File: src/hdl/lfr_pkg.sv
// shared constants and types for the lru frame replacer
package lfr_pkg;

    // fixed field widths
    localparam int FID_W     = 6;
    localparam int MODE_W    = 2;
    localparam int CNT_OUT_W = 7;

    // default number of frames in the table
    localparam int DEF_NUM_FRAMES = 64;

    // operation codes
    localparam logic [MODE_W-1:0] MODE_VICTIM = 2'd0;
    localparam logic [MODE_W-1:0] MODE_PIN    = 2'd1;
    localparam logic [MODE_W-1:0] MODE_UNPIN  = 2'd2;

    // update request for the order array
    typedef struct packed {
        logic             pop;
        logic             pin;
        logic             push;
        logic [FID_W-1:0] fid;
    } lfr_order_op_t;

    // status of the order array
    typedef struct packed {
        logic [FID_W-1:0] head;
        logic             empty;
        logic             full;
    } lfr_order_stat_t;

    // update request for the tracked bits
    typedef struct packed {
        logic             set_en;
        logic [FID_W-1:0] set_id;
        logic             clr_en;
        logic [FID_W-1:0] clr_id;
    } lfr_track_upd_t;

endpackage

File: src/hdl/lru_frame_replacer.sv
// lru frame replacer top level: input register, decode, result register
//
//  channel  | handshake                   | payload
//  ---------+-----------------------------+----------------------------------------------
//  input    | in_valid / in_stall         | mode, frame_num
//  output   | out_valid / out_stall       | victim_found, victim_frame, tracked_count,
//           |                             | id_rejected
//
// one item per cycle while out_stall is low; the result register takes each item from the input register
// the shift array compare and compaction are combinational between the
// input register and the result register
// reset clears the tracked bits, the entry count and both valid flags
// a stalled result holds; one more item waits in the input register, then
// in_stall rises
module lru_frame_replacer
    import lfr_pkg::*;
#(
    parameter int NUM_FRAMES = DEF_NUM_FRAMES
)
(
    input  logic                 clk,
    input  logic                 rst_n,
    input  logic                 in_valid,
    output logic                 in_stall,
    input  logic [MODE_W-1:0]    mode,
    input  logic [FID_W-1:0]     frame_num,
    output logic                 out_valid,
    input  logic                 out_stall,
    output logic                 victim_found,
    output logic [FID_W-1:0]     victim_frame,
    output logic [CNT_OUT_W-1:0] tracked_count,
    output logic                 id_rejected
);

    localparam int CntW = $clog2(NUM_FRAMES + 1);

    logic                 in_vld_reg;
    logic [MODE_W-1:0]    mode_reg;
    logic [FID_W-1:0]     fid_reg;
    logic                 out_vld_reg;
    logic                 found_reg;
    logic [FID_W-1:0]     vframe_reg;
    logic [CNT_OUT_W-1:0] count_out_reg;
    logic                 rejected_reg;

    logic                 advance;
    logic                 proc;
    logic                 in_range;
    logic                 hit;
    logic                 do_victim;
    logic                 do_pin;
    logic                 do_push;
    logic                 is_frame_op;
    logic [CntW-1:0]      count;
    logic [CntW-1:0]      count_after;
    logic [CntW+CNT_OUT_W-1:0] count_wide;
    lfr_order_op_t        order_op;
    lfr_order_stat_t      order_stat;
    lfr_track_upd_t       track_upd;

    // handshake
    assign advance  = !out_vld_reg || !out_stall;
    assign in_stall = in_vld_reg && !advance;
    assign proc     = in_vld_reg && advance;

    // input register
    always_ff @(posedge clk or negedge rst_n)
    begin
        if (!rst_n)
        begin
            in_vld_reg <= 1'b0;
        end
        else if (!in_stall)
        begin
            in_vld_reg <= in_valid;
        end
    end

    always_ff @(posedge clk)
    begin
        if (in_valid && !in_stall)
        begin
            mode_reg <= mode;
            fid_reg  <= frame_num;
        end
    end

    // operation decode
    assign in_range = (32'(fid_reg) < NUM_FRAMES);

    always_comb
    begin
        do_victim   = 1'b0;
        do_pin      = 1'b0;
        do_push     = 1'b0;
        is_frame_op = 1'b0;
        unique case (mode_reg)
            MODE_VICTIM:
            begin
                do_victim = !order_stat.empty;
            end
            MODE_PIN:
            begin
                is_frame_op = 1'b1;
                do_pin      = in_range && hit;
            end
            MODE_UNPIN:
            begin
                is_frame_op = 1'b1;
                do_push     = in_range && !hit && !order_stat.full;
            end
            default:
            begin
                do_victim = 1'b0;
            end
        endcase
    end

    assign order_op.pop  = do_victim;
    assign order_op.pin  = do_pin;
    assign order_op.push = do_push;
    assign order_op.fid  = fid_reg;

    assign track_upd.set_en = proc && do_push;
    assign track_upd.set_id = fid_reg;
    assign track_upd.clr_en = proc && (do_pin || do_victim);
    assign track_upd.clr_id = do_victim ? order_stat.head : fid_reg;

    lfr_order #(
        .NUM_FRAMES (NUM_FRAMES)
    ) u_order (
        .clk   (clk),
        .rst_n (rst_n),
        .op_en (proc),
        .op    (order_op),
        .stat  (order_stat),
        .count (count)
    );

    lfr_track #(
        .NUM_FRAMES (NUM_FRAMES)
    ) u_track (
        .clk      (clk),
        .rst_n    (rst_n),
        .upd      (track_upd),
        .query_id (fid_reg),
        .hit      (hit)
    );

    // count after this item
    always_comb
    begin
        count_after = count;
        if (do_victim || do_pin)
        begin
            count_after = count - CntW'(1);
        end
        else if (do_push)
        begin
            count_after = count + CntW'(1);
        end
    end

    assign count_wide = {{CNT_OUT_W{1'b0}}, count_after};

    // result register
    always_ff @(posedge clk or negedge rst_n)
    begin
        if (!rst_n)
        begin
            out_vld_reg <= 1'b0;
        end
        else if (advance)
        begin
            out_vld_reg <= in_vld_reg;
        end
    end

    always_ff @(posedge clk)
    begin
        if (proc)
        begin
            found_reg     <= do_victim;
            vframe_reg    <= do_victim ? order_stat.head : '0;
            count_out_reg <= count_wide[CNT_OUT_W-1:0];
            rejected_reg  <= is_frame_op && !in_range;
        end
    end

    assign out_valid     = out_vld_reg;
    assign victim_found  = found_reg;
    assign victim_frame  = vframe_reg;
    assign tracked_count = count_out_reg;
    assign id_rejected   = rejected_reg;

endmodule

File: src/hdl/lfr_track.sv
// one tracked bit per frame with lookup of a frame number
module lfr_track
    import lfr_pkg::*;
#(
    parameter int NUM_FRAMES = DEF_NUM_FRAMES
)
(
    input  logic             clk,
    input  logic             rst_n,
    input  lfr_track_upd_t   upd,
    input  logic [FID_W-1:0] query_id,
    output logic             hit
);

    logic [NUM_FRAMES-1:0] tracked_reg;
    logic [NUM_FRAMES-1:0] tracked_next;
    logic [NUM_FRAMES-1:0] query_sel;
    logic [NUM_FRAMES-1:0] set_sel;
    logic [NUM_FRAMES-1:0] clr_sel;

    // decode the frame numbers into one-hot selects
    always_comb
    begin
        for (int i = 0; i < NUM_FRAMES; i++)
        begin
            query_sel[i] = (32'(query_id) == i);
            set_sel[i]   = upd.set_en && (32'(upd.set_id) == i);
            clr_sel[i]   = upd.clr_en && (32'(upd.clr_id) == i);
        end
    end

    assign hit          = |(tracked_reg & query_sel);
    assign tracked_next = (tracked_reg & ~clr_sel) | set_sel;

    // tracked bits, all cleared at reset
    always_ff @(posedge clk or negedge rst_n)
    begin
        if (!rst_n)
        begin
            tracked_reg <= '0;
        end
        else
        begin
            tracked_reg <= tracked_next;
        end
    end

endmodule

File: src/hdl/lfr_order.sv
// ordered shift array of tracked frames, oldest at position zero
module lfr_order
    import lfr_pkg::*;
#(
    parameter int NUM_FRAMES = DEF_NUM_FRAMES,
    localparam int CntW = $clog2(NUM_FRAMES + 1)
)
(
    input  logic            clk,
    input  logic            rst_n,
    input  logic            op_en,
    input  lfr_order_op_t   op,
    output lfr_order_stat_t stat,
    output logic [CntW-1:0] count
);

    logic [FID_W-1:0]      order_reg  [NUM_FRAMES];
    logic [FID_W-1:0]      order_next [NUM_FRAMES];
    logic [FID_W-1:0]      above      [NUM_FRAMES];
    logic [CntW-1:0]       count_reg;
    logic [CntW-1:0]       count_next;
    logic [NUM_FRAMES-1:0] match;
    logic [NUM_FRAMES-1:0] shift_at;
    logic                  remove;

    assign remove = op.pop || op.pin;

    // parallel compare against the live entries and prefix of the hit position
    always_comb
    begin
        for (int i = 0; i < NUM_FRAMES; i++)
        begin
            match[i] = op.pin && (order_reg[i] == op.fid) && (CntW'(i) < count_reg);
        end
        shift_at[0] = op.pop || match[0];
        for (int i = 1; i < NUM_FRAMES; i++)
        begin
            shift_at[i] = shift_at[i-1] || match[i];
        end
    end

    // per position: close the gap from above or take the pushed frame
    for (genvar g = 0; g < NUM_FRAMES; g++)
    begin : g_pos
        if (g < NUM_FRAMES - 1)
        begin : g_mid
            assign above[g] = order_reg[g+1];
        end
        else
        begin : g_top
            assign above[g] = order_reg[g];
        end

        always_comb
        begin
            order_next[g] = order_reg[g];
            if (remove && shift_at[g])
            begin
                order_next[g] = above[g];
            end
            else if (op.push && (CntW'(g) == count_reg))
            begin
                order_next[g] = op.fid;
            end
        end

        always_ff @(posedge clk)
        begin
            if (op_en)
            begin
                order_reg[g] <= order_next[g];
            end
        end
    end

    // entry count
    always_comb
    begin
        count_next = count_reg;
        if (remove)
        begin
            count_next = count_reg - CntW'(1);
        end
        else if (op.push)
        begin
            count_next = count_reg + CntW'(1);
        end
    end

    always_ff @(posedge clk or negedge rst_n)
    begin
        if (!rst_n)
        begin
            count_reg <= '0;
        end
        else if (op_en)
        begin
            count_reg <= count_next;
        end
    end

    assign stat.head  = order_reg[0];
    assign stat.empty = (count_reg == '0);
    assign stat.full  = (count_reg == CntW'(NUM_FRAMES));
    assign count      = count_reg;

endmodule
File: config.mk
export PLATFORM = sky130hd
export DESIGN_NAME = lru_frame_replacer
export DESIGN_NICKNAME = d
export VERILOG_FILES = /design/src/hdl/lfr_pkg.sv /design/src/hdl/lru_frame_replacer.sv /design/src/hdl/lfr_track.sv /design/src/hdl/lfr_order.sv
export SDC_FILE = /design/constraint.sdc
export NUM_CORES = 1
export LEC_CHECK = 0
export ABC_AREA = 1
export BUFFER_PORTS_ARGS = -buffer_cell sky130_fd_sc_hd__buf_2
export CORE_ASPECT_RATIO = 0.75
export CORE_UTILIZATION = 45
export DETAILED_ROUTE_END_ITERATION = 7
export PLACE_DENSITY_LB_ADDON = 0.15
export SYNTH_ARGS = -nofsm -noshare
export SYNTH_HDL_FRONTEND = slang
export SYNTH_SLANG_ARGS = --single-unit
File: constraint.sdc
create_clock -name clk -period 18.11 [get_ports clk]
set_input_delay 1.811 -clock clk [delete_from_list [all_inputs] [get_ports clk]]
set_output_delay 1.811 -clock clk [all_outputs]
set_load 0.01 [all_outputs]
==> metrics.log <==
[metrics] status: finished, final reports clean
[metrics] Die Y: about 210 um
[metrics] final max-slew violation count: 0
[metrics] initial core utilization: 0.457
[metrics] Peak supply drop: approximately 68 uV
[metrics] DR vias: between 20000 and 25000
[metrics] top post-synthesis cells by area: sky130_fd_sc_hd__edfxtp_1, sky130_fd_sc_hd__o21ai_0, sky130_fd_sc_hd__nand2_1, sky130_fd_sc_hd__dfrtp_1, sky130_fd_sc_hd__xor2_1
[metrics] RSZ-0062 raised after global routing: false
[metrics] type of the setup path with the least slack: reg -> reg
[metrics] met3 demand-to-capacity share in global routing: 0.0639
[metrics] Clock Sinks: between 400 and 500
[metrics] flop and latch count out of synthesis: around 480
[metrics] post-detailed-route count of antenna-violating nets: 0
[metrics] slowest cell on the critical path: sky130_fd_sc_hd__buf_4
[metrics] GR peak layer: met1
[metrics] die width: ~280 um
[metrics] count of final hold-check violations: 0
[metrics] met2 global-route usage: 0.382
[metrics] highest fanout seen on the critical path: 34
[metrics] cell mode on critical path: sky130_fd_sc_hd__nand4_4
[metrics] TritonCTS clock tree: done
[metrics] residual DRC count: 0
[metrics] Syn Nets: 2999
[metrics] maximum root-to-sink buffer count: 3
[metrics] CTS H-Tree Depth: 2
[metrics] detailed placer's ending HPWL: roughly 54000 um
[metrics] dominant cell by count in the synthesized netlist: sky130_fd_sc_hd__nand2_1
[metrics] residual overflow from global routing: 0
[metrics] cts bufs inserted: 50
[metrics] area fraction of the dominant cell type after synthesis: 0.451
[metrics] count of buffers added by post-CTS timing repair for setup: 0
[metrics] number of synthesized flops with an enable pin: between 400 and 500
[metrics] aggregate global-route resource usage: 0.273
[metrics] kind of capture point of the worst setup path: flop
[metrics] standard cell area after detailed placement: roughly 28000 um^2
[metrics] count of endpoints failing setup in the final report: 0
[metrics] largest stage delay on the critical path: roughly 0.7 ns
[metrics] WP data arrival: 11.39 ns
[metrics] final std cell area, no fill: slightly below 30000 um^2
[metrics] core region area: 59200 um^2
[metrics] Post-Place Cells: 3638
[metrics] WL per Instance: between 20 and 25 um
[metrics] drt pass-1 iters: 6
[metrics] async set or reset register ratio after synthesis: 0.152
[metrics] met1 capacity usage during global routing: 0.419
[metrics] Post-Synthesis Mean Instance Area: between 9 and 10 um^2
[metrics] CTS clock-pin slew for the worst setup and hold paths: 0.06 ns
[metrics] classification of the worst-slack hold path: reg -> reg
[metrics] kind of launch point of the worst setup path: flop
[metrics] number of antenna violations at the first check in global routing: 3
[metrics] max-cap viol count: 0
[metrics] count of standard-cell rows: 77
[metrics] Final Cycle Share: 0.609
[metrics] Final GP Congestion: between 0.9 and 1
[metrics] Post-Layout Cell Count: about 3700
[metrics] area leader, netlist: sky130_fd_sc_hd__edfxtp_1
[metrics] clock latency reported for the late side of the worst-skew pair: about 0.62 ns
[metrics] detail-routed via count per cell: between 5 and 6
[metrics] setup clock skew after layout: ~0.037 ns
[metrics] number of hold buffers added after cts: 0
[metrics] pin slew with the least headroom to its limit: approximately 1.3 ns
[metrics] DRT iter0 DRCs: 2553
[metrics] number of nets in the layout: around 3000
[metrics] library cells used by synthesis: 50
[metrics] achievable clock frequency: 90.6 MHz
[metrics] global-route wire length before repair: 127000 um
[metrics] Required @ worst endpoint: 18.46 ns
[metrics] proportion of layout cells with a drive suffix above 1: 0.0765
[metrics] total of buffers placed on input and output ports: 27
[metrics] Max-Slew Margin vs Limit: 0.129
[metrics] Tot Pwr: slightly above 3 mW
[metrics] gate count after technology mapping: about 3000
[metrics] die footprint: 61000 um^2
[metrics] I/O pin cnt: 29
[metrics] warning count from the yosys run: 0
[metrics] cell area power density: 106 nW/um^2
[metrics] leak pwr: about 10 nW
[metrics] most instantiated cells after synthesis: sky130_fd_sc_hd__nand2_1, sky130_fd_sc_hd__o21ai_0, sky130_fd_sc_hd__edfxtp_1
[metrics] Clk Tree Root Cell: sky130_fd_sc_hd__clkbuf_16
[metrics] Top FF cell, synth: sky130_fd_sc_hd__edfxtp_1
[metrics] routed wire length: between 80000 and 90000 um
[metrics] post-layout minimum cycle time: 11.04 ns
[metrics] largest net degree at the start of global routing: 79
[metrics] total of cells resized after clock tree synthesis: 0
[metrics] sequential-to-total area share from yosys stat: 0.519
[metrics] area added between synthesis and finish: 8.28%
[metrics] number of flip-flops in the largest register: between 300 and 400
[metrics] via count of the first global-routing pass: slightly above 20000
[metrics] accumulated negative setup slack: 0 ns
[metrics] post-synthesis cell area: 27000 um^2
==> worst max-delay path, delay by kind of cell, from the launching register on <==
family | cells | cell delay [ns]
AOI/OAI and AO/OA | 1 | 0.12
buffers and inverters | 3 | 1.49
and+or+nand+nor | 42 | 8.77
DFF | 1 | 0.32
==> cell families (layout without fill, tap and decap cells) <==
group / count (synthesis) / in the layout / share of synthesized area
adder cells (fa/ha/maj): 5 / 5 / 0.00232
AND/OR/NAND/NOR: 1184 / 1184 / 0.199
XOR/XNOR: 296 / 296 / 0.0960
other: 1 / 2 / 0.000139
AO/OA/AOI/OAI: 671 / 671 / 0.134
buffers and inverters: 346 / 304 / 0.0495
flip-flops: 479 / 479 / 0.519
==> metrics by stage <==
step / util / worst slack [ns] / hold WS (ns)
finish: 0.494 / 7.07 / 0.512
global route: 0.494 / 6.07 / 0.532
CTS: 0.494 / 7.24 / 0.511
detailed placement: 0.468 / 7.30 / 0.495
global placement: 0.468 / 7.58 / 0.490
floorplan: - / 11.48 / 0.421
==> report_power, final <==
part	total [mW]	internal (mW)	switching [mW]
clock	1.02	0.568	0.456
combinational	0.710	0.164	0.547
sequential	1.35	1.30	0.0538
total	3.09	2.03	1.06
==> placed cells by master, fill, tap and decap left out, types with 13 or more instances in the layout <==
master / count
sky130_fd_sc_hd__buf_2: 26
sky130_fd_sc_hd__clkinv_2: 15
sky130_fd_sc_hd__nor3_1: 42
sky130_fd_sc_hd__dfrtp_1: 73
sky130_fd_sc_hd__clkbuf_16: 51
sky130_fd_sc_hd__nand4_1: 50
sky130_fd_sc_hd__nor2_4: 16
sky130_fd_sc_hd__nand4_4: 15
sky130_fd_sc_hd__inv_1: 133
sky130_fd_sc_hd__nand2_1: 673
sky130_fd_sc_hd__nand3_1: 120
sky130_fd_sc_hd__a21oi_1: 52
sky130_fd_sc_hd__nor4_1: 37
sky130_fd_sc_hd__clkinv_1: 17
sky130_fd_sc_hd__o2111ai_1: 15
sky130_fd_sc_hd__xnor2_1: 119
sky130_fd_sc_hd__edfxtp_1: 406
sky130_fd_sc_hd__nor2_1: 178
sky130_fd_sc_hd__xor2_1: 177
sky130_fd_sc_hd__o21ai_0: 533
sky130_fd_sc_hd__or2_2: 37
sky130_fd_sc_hd__buf_4: 39
sky130_fd_sc_hd__a2111oi_0: 13
==> area by class of cell <==
cell class / count / area, um^2
tap: 790 / 988
timing repair buffer: 66 / 443
fill: 5523 / 29900
clock inverter: 30 / 216
clock buffer: 62 / 1350
antenna: 1 / 2.50
sequential: 479 / 14000
inverter: 146 / 552
multi-input combinational: 2157 / 11700
==> path summary, 6_finish.rpt <==
kind / startpoint / endpoint / slack, ns / cells after the start
max: fid_reg[0] / u_order.order_reg[1][180] / 7.07 / 46
max in group asynchronous: rst_n / u_order.count[3] / 16.10 / 1
min: u_track.tracked_reg[25] / u_track.tracked_reg[25] / 0.51 / 2
min reg2reg: u_track.tracked_reg[25] / u_track.tracked_reg[25] / 0.51 / 2
min in group asynchronous: rst_n / u_track.tracked_reg[11] / 1.32 / 1
max reg2reg: fid_reg[0] / u_order.order_reg[1][180] / 7.07 / 46
==> routing by layer <==
metal  vias to the layer above  part of all wire
met1                     10600              0.46
met2                      1162              0.40
li1                      10100                 -
met5                         -           0.00094
met3                       142              0.11
met4                         4             0.023
Power figures use the tool's default switching activity.
